### src/rtl/lfsc_pkg.sv
// ============================================================================
// lfsc_pkg - shared types and constants
// Constants, action and class codes for the line-follow steering controller.
// ============================================================================
package lfsc_pkg;

    localparam int SENSOR_COUNT = 8;
    localparam int SAMPLE_BITS = 10;
    localparam int THR_REG_BITS = 40;
    localparam int INTEGRAL_LIMIT = 5000;
    localparam logic [31:0] JCT_SETTLE_MS = 32'd150;
    localparam logic [31:0] DEND_SETTLE_MS = 32'd200;
    localparam logic [31:0] ARM_TIMEOUT = 32'd1000;

    // divide by 100 as (x * ceil(2^28 / 100)) >> 28, exact for x below 2^21
    localparam logic [21:0] CORR_RECIP = 22'd2684355;
    localparam int CORR_SHIFT = 28;

    // register indexes
    localparam logic [2:0] REG_THR_LO = 3'd0;
    localparam logic [2:0] REG_THR_HI = 3'd1;
    localparam logic [2:0] REG_KP = 3'd2;
    localparam logic [2:0] REG_KI = 3'd3;
    localparam logic [2:0] REG_KD = 3'd4;
    localparam logic [2:0] REG_MAXSPD = 3'd5;
    localparam logic [2:0] REG_TURN = 3'd6;

    // actions
    localparam logic [2:0] ACT_DRIVE = 3'd0;
    localparam logic [2:0] ACT_LEFT = 3'd1;
    localparam logic [2:0] ACT_RIGHT = 3'd2;
    localparam logic [2:0] ACT_STRAIGHT = 3'd3;
    localparam logic [2:0] ACT_SPIN_CCW = 3'd4;
    localparam logic [2:0] ACT_SPIN_CW = 3'd5;

    // pattern classes
    localparam logic [1:0] CLS_NORMAL = 2'd0;
    localparam logic [1:0] CLS_DARK = 2'd1;
    localparam logic [1:0] CLS_LIGHT = 2'd2;
    localparam logic [1:0] CLS_CENTRE = 2'd3;

    // turn preferences
    localparam logic [1:0] PREF_LEFT = 2'd0;
    localparam logic [1:0] PREF_RIGHT = 2'd1;

    typedef enum logic [6:0] {
        ST_IDLE = 7'b0000001,
        ST_LANE = 7'b0000010,
        ST_DIV  = 7'b0000100,
        ST_TIME = 7'b0001000,
        ST_MUL  = 7'b0010000,
        ST_CORR = 7'b0100000,
        ST_OUT  = 7'b1000000
    } t_state;

endpackage

### src/rtl/lfsc_lane.sv
// ============================================================================
// lfsc_lane - one sensor lane
// Threshold compare, excess and signed weighted excess for one sensor.
// ============================================================================
module lfsc_lane import lfsc_pkg::*; #(
    parameter int SAMPLE_BITS = 10,
    parameter int WEIGHT = 0
) (
    input  logic                   i_clk,
    input  logic                   i_load,
    input  logic [SAMPLE_BITS-1:0] i_sample,
    input  logic [SAMPLE_BITS-1:0] i_threshold,
    output logic                   o_dark,
    output logic [SAMPLE_BITS-1:0] o_excess,
    output logic signed [SAMPLE_BITS+11:0] o_weighted
);

    logic                   n_dark;
    logic [SAMPLE_BITS-1:0] n_excess;
    logic                   r_dark;
    logic [SAMPLE_BITS-1:0] r_excess;
    logic signed [SAMPLE_BITS+11:0] r_weighted;
    logic signed [11:0]     c_weight;

    assign c_weight = 12'(WEIGHT);

    // compare and excess
    always_comb begin
        n_dark = i_sample > i_threshold;
        n_excess = n_dark ? (i_sample - i_threshold) : '0;
    end

    // registered at item load; weighting is registered in the cycle after
    always_ff @(posedge i_clk) begin
        if (i_load) begin
            r_dark <= n_dark;
            r_excess <= n_excess;
        end
        r_weighted <= c_weight * $signed({1'b0, r_excess});
    end

    assign o_dark = r_dark;
    assign o_excess = r_excess;
    assign o_weighted = r_weighted;

endmodule

### src/rtl/lfsc_divider.sv
// ============================================================================
// lfsc_divider - serial signed divider
// Restoring division, one quotient bit per cycle, truncates toward zero.
// ============================================================================
module lfsc_divider import lfsc_pkg::*; #(
    parameter int NUM_BITS = 24,
    parameter int DEN_BITS = 14
) (
    input  logic                       i_clk,
    input  logic                       i_rst_n,
    input  logic                       i_start,
    input  logic signed [NUM_BITS-1:0] i_num,
    input  logic [DEN_BITS-1:0]        i_den,
    output logic                       o_done,
    output logic signed [NUM_BITS-1:0] o_quot
);

    localparam int CNT_BITS = $clog2(NUM_BITS + 1);

    logic [NUM_BITS-1:0] r_q;
    logic [DEN_BITS:0]   r_rem;
    logic [DEN_BITS-1:0] r_den;
    logic                r_neg;
    logic [CNT_BITS-1:0] r_cnt;
    logic                r_busy;
    logic                r_done;
    logic [DEN_BITS+1:0] n_trial;
    logic [DEN_BITS:0]   n_shift;

    always_comb begin
        n_shift = {r_rem[DEN_BITS-1:0], r_q[NUM_BITS-1]};
        n_trial = {1'b0, n_shift} - {2'b00, r_den};
    end

    // control
    always_ff @(posedge i_clk) begin
        if (!i_rst_n) begin
            r_busy <= 1'b0;
            r_done <= 1'b0;
            r_cnt <= '0;
        end else begin
            r_done <= 1'b0;
            if (i_start) begin
                r_busy <= 1'b1;
                r_cnt <= CNT_BITS'(NUM_BITS);
            end else if (r_busy) begin
                r_cnt <= r_cnt - 1'b1;
                if (r_cnt == CNT_BITS'(1)) begin
                    r_busy <= 1'b0;
                    r_done <= 1'b1;
                end
            end
        end
    end

    // datapath
    always_ff @(posedge i_clk) begin
        if (i_start) begin
            r_q <= i_num[NUM_BITS-1] ? NUM_BITS'(-i_num) : NUM_BITS'(i_num);
            r_neg <= i_num[NUM_BITS-1];
            r_den <= i_den;
            r_rem <= '0;
        end else if (r_busy) begin
            if (!n_trial[DEN_BITS+1]) begin
                r_rem <= n_trial[DEN_BITS:0];
                r_q <= {r_q[NUM_BITS-2:0], 1'b1};
            end else begin
                r_rem <= n_shift;
                r_q <= {r_q[NUM_BITS-2:0], 1'b0};
            end
        end
    end

    assign o_done = r_done;
    assign o_quot = r_neg ? NUM_BITS'(-$signed(r_q)) : $signed(r_q);

endmodule

### src/rtl/line_follow_steering_controller_core.sv
// ============================================================================
// line_follow_steering_controller_core - line follower steering core
// Eight-lane threshold/centroid front end, arm timers and a PID back end.
// ============================================================================
// One item at a time: a beat is taken in the idle state. For a normal pattern
// the result passes the lane state (excess, then weighted products), the
// divider start, the serial centroid division and its done, then the timers
// and PID sum, the reciprocal multiply for the divide by 100, the correction
// and the output register. The serial centroid divider is the longest step.
// Other patterns skip the divider; a turn action also skips the multiply and
// the correction. The next beat is taken as soon as the block is back in idle;
// a result still waiting in the output register only holds the following
// result in its output cycle.
module line_follow_steering_controller_core import lfsc_pkg::*; (
    input  logic                   i_clk,
    input  logic                   i_rst_n,
    input  logic                   i_cfg_we,
    input  logic [2:0]             i_cfg_index,
    input  logic [39:0]            i_cfg_data,
    input  logic                   i_valid,
    output logic                   o_ready,
    input  logic [SAMPLE_BITS-1:0] i_sample_0,
    input  logic [SAMPLE_BITS-1:0] i_sample_1,
    input  logic [SAMPLE_BITS-1:0] i_sample_2,
    input  logic [SAMPLE_BITS-1:0] i_sample_3,
    input  logic [SAMPLE_BITS-1:0] i_sample_4,
    input  logic [SAMPLE_BITS-1:0] i_sample_5,
    input  logic [SAMPLE_BITS-1:0] i_sample_6,
    input  logic [SAMPLE_BITS-1:0] i_sample_7,
    input  logic [31:0]            i_time_ms,
    input  logic                   i_clear_history,
    output logic                   o_valid,
    input  logic                   i_ready,
    output logic [2:0]             o_action,
    output logic signed [8:0]      o_right_speed,
    output logic signed [8:0]      o_left_speed,
    output logic [1:0]             o_pattern_class,
    output logic signed [10:0]     o_error_used
);

    localparam int WB = SAMPLE_BITS + 12;     // weighted lane width
    localparam int SB = WB + 3;               // weighted sum width
    localparam int VB = SAMPLE_BITS + 3;      // excess sum width

    // configuration registers
    logic [39:0] r_thr_lo, r_thr_hi;
    logic [7:0]  r_kp, r_ki, r_kd, r_max;
    logic [1:0]  r_pref;

    always_ff @(posedge i_clk) begin
        if (!i_rst_n) begin
            r_thr_lo <= '0;
            r_thr_hi <= '0;
            r_kp <= 8'd40;
            r_ki <= 8'd0;
            r_kd <= 8'd60;
            r_max <= 8'd200;
            r_pref <= PREF_LEFT;
        end else if (i_cfg_we) begin
            case (i_cfg_index)
                REG_THR_LO: r_thr_lo <= i_cfg_data;
                REG_THR_HI: r_thr_hi <= i_cfg_data;
                REG_KP:     r_kp <= i_cfg_data[7:0];
                REG_KI:     r_ki <= i_cfg_data[7:0];
                REG_KD:     r_kd <= i_cfg_data[7:0];
                REG_MAXSPD: r_max <= i_cfg_data[7:0];
                REG_TURN:   r_pref <= i_cfg_data[1:0];
                default: ;
            endcase
        end
    end

    // sequencer
    t_state r_state;
    logic   r_lane_step;
    logic   r_out_valid;
    logic   w_load;
    logic   w_out_load;
    logic   w_div_done;
    logic   r_div_start;

    assign o_ready = (r_state == ST_IDLE);
    assign w_load = i_valid && o_ready;
    // output register takes a new result once the old one is gone or leaving
    assign w_out_load = (r_state == ST_OUT) && (!r_out_valid || i_ready);

    // lanes
    logic [SAMPLE_BITS-1:0] w_samples [SENSOR_COUNT];
    logic [SENSOR_COUNT-1:0] w_dark;
    logic [SAMPLE_BITS-1:0] w_excess [SENSOR_COUNT];
    logic signed [WB-1:0]   w_weighted [SENSOR_COUNT];

    assign w_samples[0] = i_sample_0;
    assign w_samples[1] = i_sample_1;
    assign w_samples[2] = i_sample_2;
    assign w_samples[3] = i_sample_3;
    assign w_samples[4] = i_sample_4;
    assign w_samples[5] = i_sample_5;
    assign w_samples[6] = i_sample_6;
    assign w_samples[7] = i_sample_7;

    for (genvar g = 0; g < SENSOR_COUNT; g++) begin : g_lane
        logic [SAMPLE_BITS-1:0] w_thr;
        if (g < 4) begin : g_lo
            assign w_thr = r_thr_lo[g*SAMPLE_BITS +: SAMPLE_BITS];
        end else begin : g_hi
            assign w_thr = r_thr_hi[(g-4)*SAMPLE_BITS +: SAMPLE_BITS];
        end
        lfsc_lane #(.SAMPLE_BITS(SAMPLE_BITS), .WEIGHT(-700 + 200*g)) u_lane (
            .i_clk       (i_clk),
            .i_load      (w_load),
            .i_sample    (w_samples[g]),
            .i_threshold (w_thr),
            .o_dark      (w_dark[g]),
            .o_excess    (w_excess[g]),
            .o_weighted  (w_weighted[g])
        );
    end

    // merge: sums over lanes, pattern class
    logic signed [SB-1:0] n_wsum;
    logic [VB-1:0]        n_vsum;
    logic [1:0]           n_cls;
    always_comb begin
        n_wsum = '0;
        n_vsum = '0;
        for (int k = 0; k < SENSOR_COUNT; k++) begin
            n_wsum = n_wsum + SB'(w_weighted[k]);
            n_vsum = n_vsum + VB'(w_excess[k]);
        end
        if (&w_dark) n_cls = CLS_DARK;
        else if (w_dark == '0) n_cls = CLS_LIGHT;
        else if (w_dark == 8'b0011_1100) n_cls = CLS_CENTRE;
        else n_cls = CLS_NORMAL;
    end

    logic [1:0]  r_cls;
    logic [31:0] r_now;
    logic        r_clr;
    logic signed [SB-1:0] r_wsum;
    logic [VB-1:0]        r_vsum;
    logic signed [SB-1:0] w_quot;

    lfsc_divider #(.NUM_BITS(SB), .DEN_BITS(VB)) u_cdiv (
        .i_clk   (i_clk),
        .i_rst_n (i_rst_n),
        .i_start (r_div_start),
        .i_num   (r_wsum),
        .i_den   (r_vsum),
        .o_done  (w_div_done),
        .o_quot  (w_quot)
    );

    // state
    logic        r_jarm, r_darm;
    logic [31:0] r_jtime, r_dtime;
    logic signed [13:0] r_integ;
    logic signed [10:0] r_prev;
    logic signed [10:0] r_pos;

    // timer / decision logic
    logic        n_jarm, n_darm;
    logic [31:0] n_jtime, n_dtime, w_jel, w_del;
    logic [2:0]  n_action;
    logic signed [10:0] w_prev_eff, n_err;
    logic signed [14:0] w_isum;
    logic signed [13:0] n_integ;
    always_comb begin
        n_jarm = r_jarm;
        n_darm = r_darm;
        n_jtime = r_jtime;
        n_dtime = r_dtime;
        n_action = ACT_DRIVE;
        if (r_cls == CLS_DARK && !r_jarm && !r_darm) begin
            n_jarm = 1'b1;
            n_jtime = r_now;
        end
        w_jel = r_now - n_jtime;
        if (n_jarm) begin
            if (r_cls == CLS_LIGHT && w_jel >= JCT_SETTLE_MS) begin
                n_action = (r_pref == PREF_LEFT) ? ACT_LEFT :
                           (r_pref == PREF_RIGHT) ? ACT_RIGHT : ACT_STRAIGHT;
                n_jarm = 1'b0;
                n_jtime = '0;
            end else if (w_jel > ARM_TIMEOUT) begin
                n_jarm = 1'b0;
            end
        end
        w_del = '0;
        if (n_action == ACT_DRIVE) begin
            if (r_cls == CLS_CENTRE && !n_darm && !n_jarm) begin
                n_darm = 1'b1;
                n_dtime = r_now;
            end
            w_del = r_now - n_dtime;
            if (n_darm) begin
                if (r_cls == CLS_LIGHT && w_del >= DEND_SETTLE_MS) begin
                    n_action = (r_pref == PREF_RIGHT) ? ACT_SPIN_CW : ACT_SPIN_CCW;
                    n_darm = 1'b0;
                end else if (w_del > ARM_TIMEOUT) begin
                    n_darm = 1'b0;
                end
            end
        end
        w_prev_eff = r_clr ? 11'sd0 : r_prev;
        n_err = (r_cls == CLS_NORMAL) ? r_pos : w_prev_eff;
        w_isum = (r_clr ? 15'sd0 : 15'(r_integ)) + 15'(n_err);
        if (w_isum > 15'sd5000) n_integ = 14'sd5000;
        else if (w_isum < -15'sd5000) n_integ = -14'sd5000;
        else n_integ = 14'(w_isum);
    end

    // PID sum and divide by 100
    logic [2:0]  r_action;
    logic signed [10:0] r_err;
    logic signed [23:0] r_sum;
    logic        r_sum_neg;
    logic [42:0] r_prod;
    logic [20:0] w_mag;
    logic [14:0] w_cquot;
    logic signed [23:0] w_corr;

    // |sum| stays below 2^21; quotient magnitude below 2^15
    assign w_mag = r_sum[23] ? 21'(-r_sum) : r_sum[20:0];
    assign w_cquot = r_prod[CORR_SHIFT +: 15];
    assign w_corr = r_sum_neg ? -24'(w_cquot) : 24'(w_cquot);

    logic signed [24:0] w_rs, w_ls, w_lim;
    always_comb begin
        w_lim = 25'($signed({1'b0, r_max}));
        w_rs = w_lim - 25'(w_corr);
        w_ls = w_lim + 25'(w_corr);
        if (w_rs > w_lim) w_rs = w_lim;
        else if (w_rs < -w_lim) w_rs = -w_lim;
        if (w_ls > w_lim) w_ls = w_lim;
        else if (w_ls < -w_lim) w_ls = -w_lim;
    end

    logic [1:0] r_o_cls;
    logic [2:0] r_o_act;
    logic signed [8:0] r_o_rs, r_o_ls;
    logic signed [10:0] r_o_err;
    logic signed [13:0] r_new_integ;

    // control sequence
    always_ff @(posedge i_clk) begin
        if (!i_rst_n) begin
            r_state <= ST_IDLE;
            r_lane_step <= 1'b0;
            r_div_start <= 1'b0;
            r_out_valid <= 1'b0;
            r_jarm <= 1'b0;
            r_darm <= 1'b0;
            r_jtime <= '0;
            r_dtime <= '0;
            r_integ <= '0;
            r_prev <= '0;
        end else begin
            r_div_start <= 1'b0;
            if (w_out_load) r_out_valid <= 1'b1;
            else if (i_ready) r_out_valid <= 1'b0;
            case (r_state)
                ST_IDLE: begin
                    if (w_load) begin
                        r_state <= ST_LANE;
                        r_lane_step <= 1'b0;
                    end
                end
                ST_LANE: begin
                    // with r_lane_step set the weighted products are in
                    r_lane_step <= 1'b1;
                    if (r_lane_step) begin
                        if (n_cls == CLS_NORMAL && n_vsum != '0) begin
                            r_state <= ST_DIV;
                            r_div_start <= 1'b1;
                        end else begin
                            r_state <= ST_TIME;
                        end
                    end
                end
                ST_DIV: begin
                    if (w_div_done) r_state <= ST_TIME;
                end
                ST_TIME: begin
                    r_jarm <= n_jarm;
                    r_darm <= n_darm;
                    r_jtime <= n_jtime;
                    r_dtime <= n_dtime;
                    if (r_clr) begin
                        r_integ <= '0;
                        r_prev <= '0;
                    end
                    if (n_action == ACT_DRIVE) r_state <= ST_MUL;
                    else r_state <= ST_OUT;
                end
                ST_MUL: r_state <= ST_CORR;
                ST_CORR: begin
                    r_integ <= r_new_integ;
                    r_prev <= r_err;
                    r_state <= ST_OUT;
                end
                ST_OUT: begin
                    if (w_out_load) r_state <= ST_IDLE;
                end
                default: r_state <= ST_IDLE;
            endcase
        end
    end

    // datapath registers
    always_ff @(posedge i_clk) begin
        if (w_load) begin
            r_now <= i_time_ms;
            r_clr <= i_clear_history;
        end
        if (r_state == ST_LANE && r_lane_step) begin
            r_cls <= n_cls;
            r_wsum <= n_wsum;
            r_vsum <= n_vsum;
            // without a division the centroid falls back to last error (zero on clear)
            r_pos <= r_clr ? 11'sd0 : r_prev;
        end
        if (r_state == ST_DIV && w_div_done) r_pos <= 11'(w_quot);
        if (r_state == ST_TIME) begin
            r_action <= n_action;
            r_err <= n_err;
            r_new_integ <= n_integ;
        end
        // reciprocal multiply on the sum magnitude
        if (r_state == ST_MUL) begin
            r_prod <= w_mag * CORR_RECIP;
            r_sum_neg <= r_sum[23];
        end
        if (w_out_load) begin
            r_o_cls <= r_cls;
            r_o_act <= r_action;
            if (r_action == ACT_DRIVE) begin
                r_o_rs <= 9'(w_rs);
                r_o_ls <= 9'(w_ls);
                r_o_err <= r_err;
            end else begin
                r_o_rs <= '0;
                r_o_ls <= '0;
                r_o_err <= '0;
            end
        end
    end

    // PID sum registered in the state before the multiply
    always_ff @(posedge i_clk) begin
        if (r_state == ST_TIME) begin
            r_sum <= 24'($signed({1'b0, r_kp}) * n_err)
                   + 24'($signed({1'b0, r_ki}) * n_integ)
                   + 24'($signed({1'b0, r_kd}) * (12'(n_err) - 12'(w_prev_eff)));
        end
    end

    assign o_valid = r_out_valid;
    assign o_action = r_o_act;
    assign o_right_speed = r_o_rs;
    assign o_left_speed = r_o_ls;
    assign o_pattern_class = r_o_cls;
    assign o_error_used = r_o_err;

endmodule
### config.mk
export PLATFORM = sky130hd
export DESIGN_NAME = line_follow_steering_controller_core
export DESIGN_NICKNAME = d
export VERILOG_FILES = /design/src/rtl/lfsc_pkg.sv /design/src/rtl/lfsc_lane.sv /design/src/rtl/lfsc_divider.sv /design/src/rtl/line_follow_steering_controller_core.sv
export SDC_FILE = /design/constraint.sdc
export NUM_CORES = 2
export LEC_CHECK = 0
export BUFFER_PORTS_ARGS = -buffer_cell sky130_fd_sc_hd__buf_2
export CORE_MARGIN = 2
export CORE_UTILIZATION = 70
export CTS_CLUSTER_DIAMETER = 80
export CTS_CLUSTER_SIZE = 30
export DETAILED_ROUTE_END_ITERATION = 8
export MAX_ROUTING_LAYER = met4
export PLACE_DENSITY_LB_ADDON = 0.3
export SYNTH_ARGS = -nofsm -noshare
export SYNTH_HDL_FRONTEND = slang
export SYNTH_HIERARCHICAL = 1
export SYNTH_SLANG_ARGS = --single-unit
export TNS_END_PERCENT = 5
### constraint.sdc
create_clock -name i_clk -period 22.2 [get_ports i_clk]
set_clock_uncertainty 0.2 [all_clocks]
set_input_delay 1.11 -clock i_clk [delete_from_list [all_inputs] [get_ports i_clk]]
set_output_delay 1.11 -clock i_clk [all_outputs]
set_load 0.01 [all_outputs]
==> impl_results.md <==
* Run status: finished clean
* Fillcell total at roughly 7500
* Layout Nets at 9682
* Crit path kind: reg2reg
* CP arrival at ~12 ns
* Starting Density at ~71%
* Starting DRT DRC Count at about 4300
* Die height at ~330 µm
* # Post-CTS Setup Buffers at 0
* Crit Path Max Fanout at 26
* Most used cell, CP: fa_1
* Largest net degree at the start of global routing at 85
* Residual DRC count at 0
* Clk slew on worst S/H paths at 0.11 ns
* Slowest cell delay on critical path at 0.77 ns
* Vias in the first global route at roughly 56000
* Final setup fails at 0
* Via density at around 6.0
* Hold Crit Class: reg2reg
* Core area at between 100000 and 150000 µm²
* GPL Wtd Cong at 0.999
* Root buf cell: clkbuf_16
* Clock Path Buffers at 3
* Leakage at 35.7 nW
* Max Clock Freq at 84.3 MHz
* HPWL Detailed at around 150000 µm
* Fin crit period at between 10 and 15 ns
* Overall Global Routing Usage at a little over a third
* Total global routing overflow at 0
* Via count at 54700
* Post_cts resized at 0
* HP Start: r_vsum[11]$_DFFE_PP_
* Worst-margin pin slew at 1.18 ns
* Hold_ws at between 0.2 and 0.25 ns
* Post-Syn Area per Cell at 9.60 µm²
* # clock sinks at between 600 and 700
* Setup_tns at 0 ns
* Normalized max-slew margin at between 20 and 25%
* VDD IR max at ~0.00048 V
* I/O Pins at between 150 and 200
* Finished layout cell area at 77100 µm²
* Area of the die at around 110000 µm²
* ANT nets after route at 0
* CTS buffer count at about 40
* Insertion delay to the later sink of the worst-skew pair at 0.70 ns
* CP max-delay cell: o21ai_1
* Port Buffers at a little under 200
* Crit path from: r_clr$_DFFE_PP_
* Req. time, crit path at between 20 and 25 ns
* Place WS at 10.57 ns
* Final Util at between 70% and 80%
* FP Rows at between 100 and 150
* Synth Cell Area at roughly 73000 µm²
* YS warnings at 6
* PwrDens at ~140 nW/µm²
* Setup crit start kind: register
* DR WL/cell at between 20 and 25 µm
* Layout Cells excl Fill at around 9200
* Mapped Cells at roughly 7600
* Share of cells above drive strength 1 at under 10%
* Clock tree from TritonCTS: yes
* Routed WL at roughly 190000 µm
* CTS H-tree lvls at 2
* CTS Hold Bufs at 0
* Max-slew violation count at 0
* Die width at between 300 and 400 µm
* CP endpoint kind: register
* Cell Area, Placed at roughly 75000 µm²
* First-pass GRT wire length at 298000 µm
* Endpoints failing hold at 0
* Power, Total at between 10 and 15 mW
* First-pass detailed-route iteration total at 5
* RSZ-0062 raised after global routing: false
* Initial antenna violation count at 12
* RR Startpoint: r_clr$_DFFE_PP_
* Placed Instances at just over 9000
* Final worst-path setup slack at about 10 ns
* Max Cap Violations at 0
* Area Overhead vs Synth at 5.35%
* Period Utilization, post-route at 53.4%
==> power by group <==
group          total, mW  internal (mW)  switching [mW]  leakage (nW)
logic               7.68           3.29            4.38          28.9
clock network      0.946          0.406           0.540         0.754
registers           2.02           1.87           0.152          6.00
==> placed cells by master (no fill, tap or decap), types with 26 or more instances in the layout <==
cell type	instances
a21o_1	117
a211oi_1	53
conb_1	29
and3_1	40
mux2i_1	79
nand4_1	46
ha_1	972
clkbuf_16	42
o21ai_1	26
a22oi_1	32
nor4_1	30
o21a_1	81
a21oi_1	434
or3_1	51
xnor2_1	206
nor2_1	368
o21ai_0	232
nand3_1	91
inv_1	1338
fa_1	816
a31oi_1	44
buf_4	52
o211ai_1	27
nor2b_1	98
nand2_1	611
edfxtp_1	311
nand2b_1	86
dfxtp_1	376
o21bai_1	36
buf_2	196
nor3_1	109
xor2_1	125
and2_1	156
==> path summary, 6_finish.rpt <==
| check | end | slack (ns) | cells after the start |
|---|---|---|---|
| worst min-delay path | u_cdiv/r_den[11]$_DFFE_PP_ | 0.22 | 0 |
| worst max register to register | r_sum[23]$_DFFE_PP_ | 10.34 | 40 |
| worst max-delay path | r_sum[23]$_DFFE_PP_ | 10.34 | 40 |
| worst min register to register | u_cdiv/r_den[11]$_DFFE_PP_ | 0.22 | 0 |
==> metal layers <==
| metal | vias up | global-route usage [%] | share of wire (%) |
|---|---|---|---|
| met5 | - | - | 0 |
| met4 | 0 | 12.9 | 3.9 |
| met3 | 323 | 5.91 | 8.6 |
| met2 | 2022 | 57.2 | 46 |
| met1 | 26800 | 48.6 | 42 |
| li1 | 25500 | - | - |
==> sequential cells by signal, summed over array words and instances, names as in the netlist, 13 cells and up <==
name,flops
r_prod,15
g_lane.u_lane/o_weighted,142
r_thr_hi,40
r_jtime,32
r_sum,22
r_vsum,13
r_now,32
g_lane.u_lane/o_excess,80
u_cdiv/r_den,13
u_cdiv/r_q,25
r_wsum,25
r_dtime,32
r_thr_lo,40
r_integ,14
r_new_integ,14
u_cdiv/r_rem,13
==> worst max-delay path, delay by kind of cell (launching register included) <==
| family | cells | cell delay [ns] |
|---|---|---|
| AO/OA/AOI/OAI | 17 | 4.65 |
| adder cells (fa/ha/maj) | 9 | 4.27 |
| AND/OR/NAND/NOR | 6 | 1.07 |
| buffers and inverters | 6 | 0.53 |
| XOR/XNOR | 2 | 0.47 |
| flip-flops | 1 | 0.39 |
==> area by class of cell <==
class / instances / area [µm²] / share of cell area (%)
inverters: 1342 / 5040 / 6.54
multi-input cells: 5412 / 50500 / 65.5
well taps: 1380 / 1730 / 2.24
clock buffers: 45 / 1060 / 1.38
diodes: 7 / 17.5 / 0.0227
flip-flops and latches: 688 / 16900 / 21.9
repair buffers: 248 / 1370 / 1.78
clock inverters: 31 / 519 / 0.674
(Power assumes the default switching activity.)
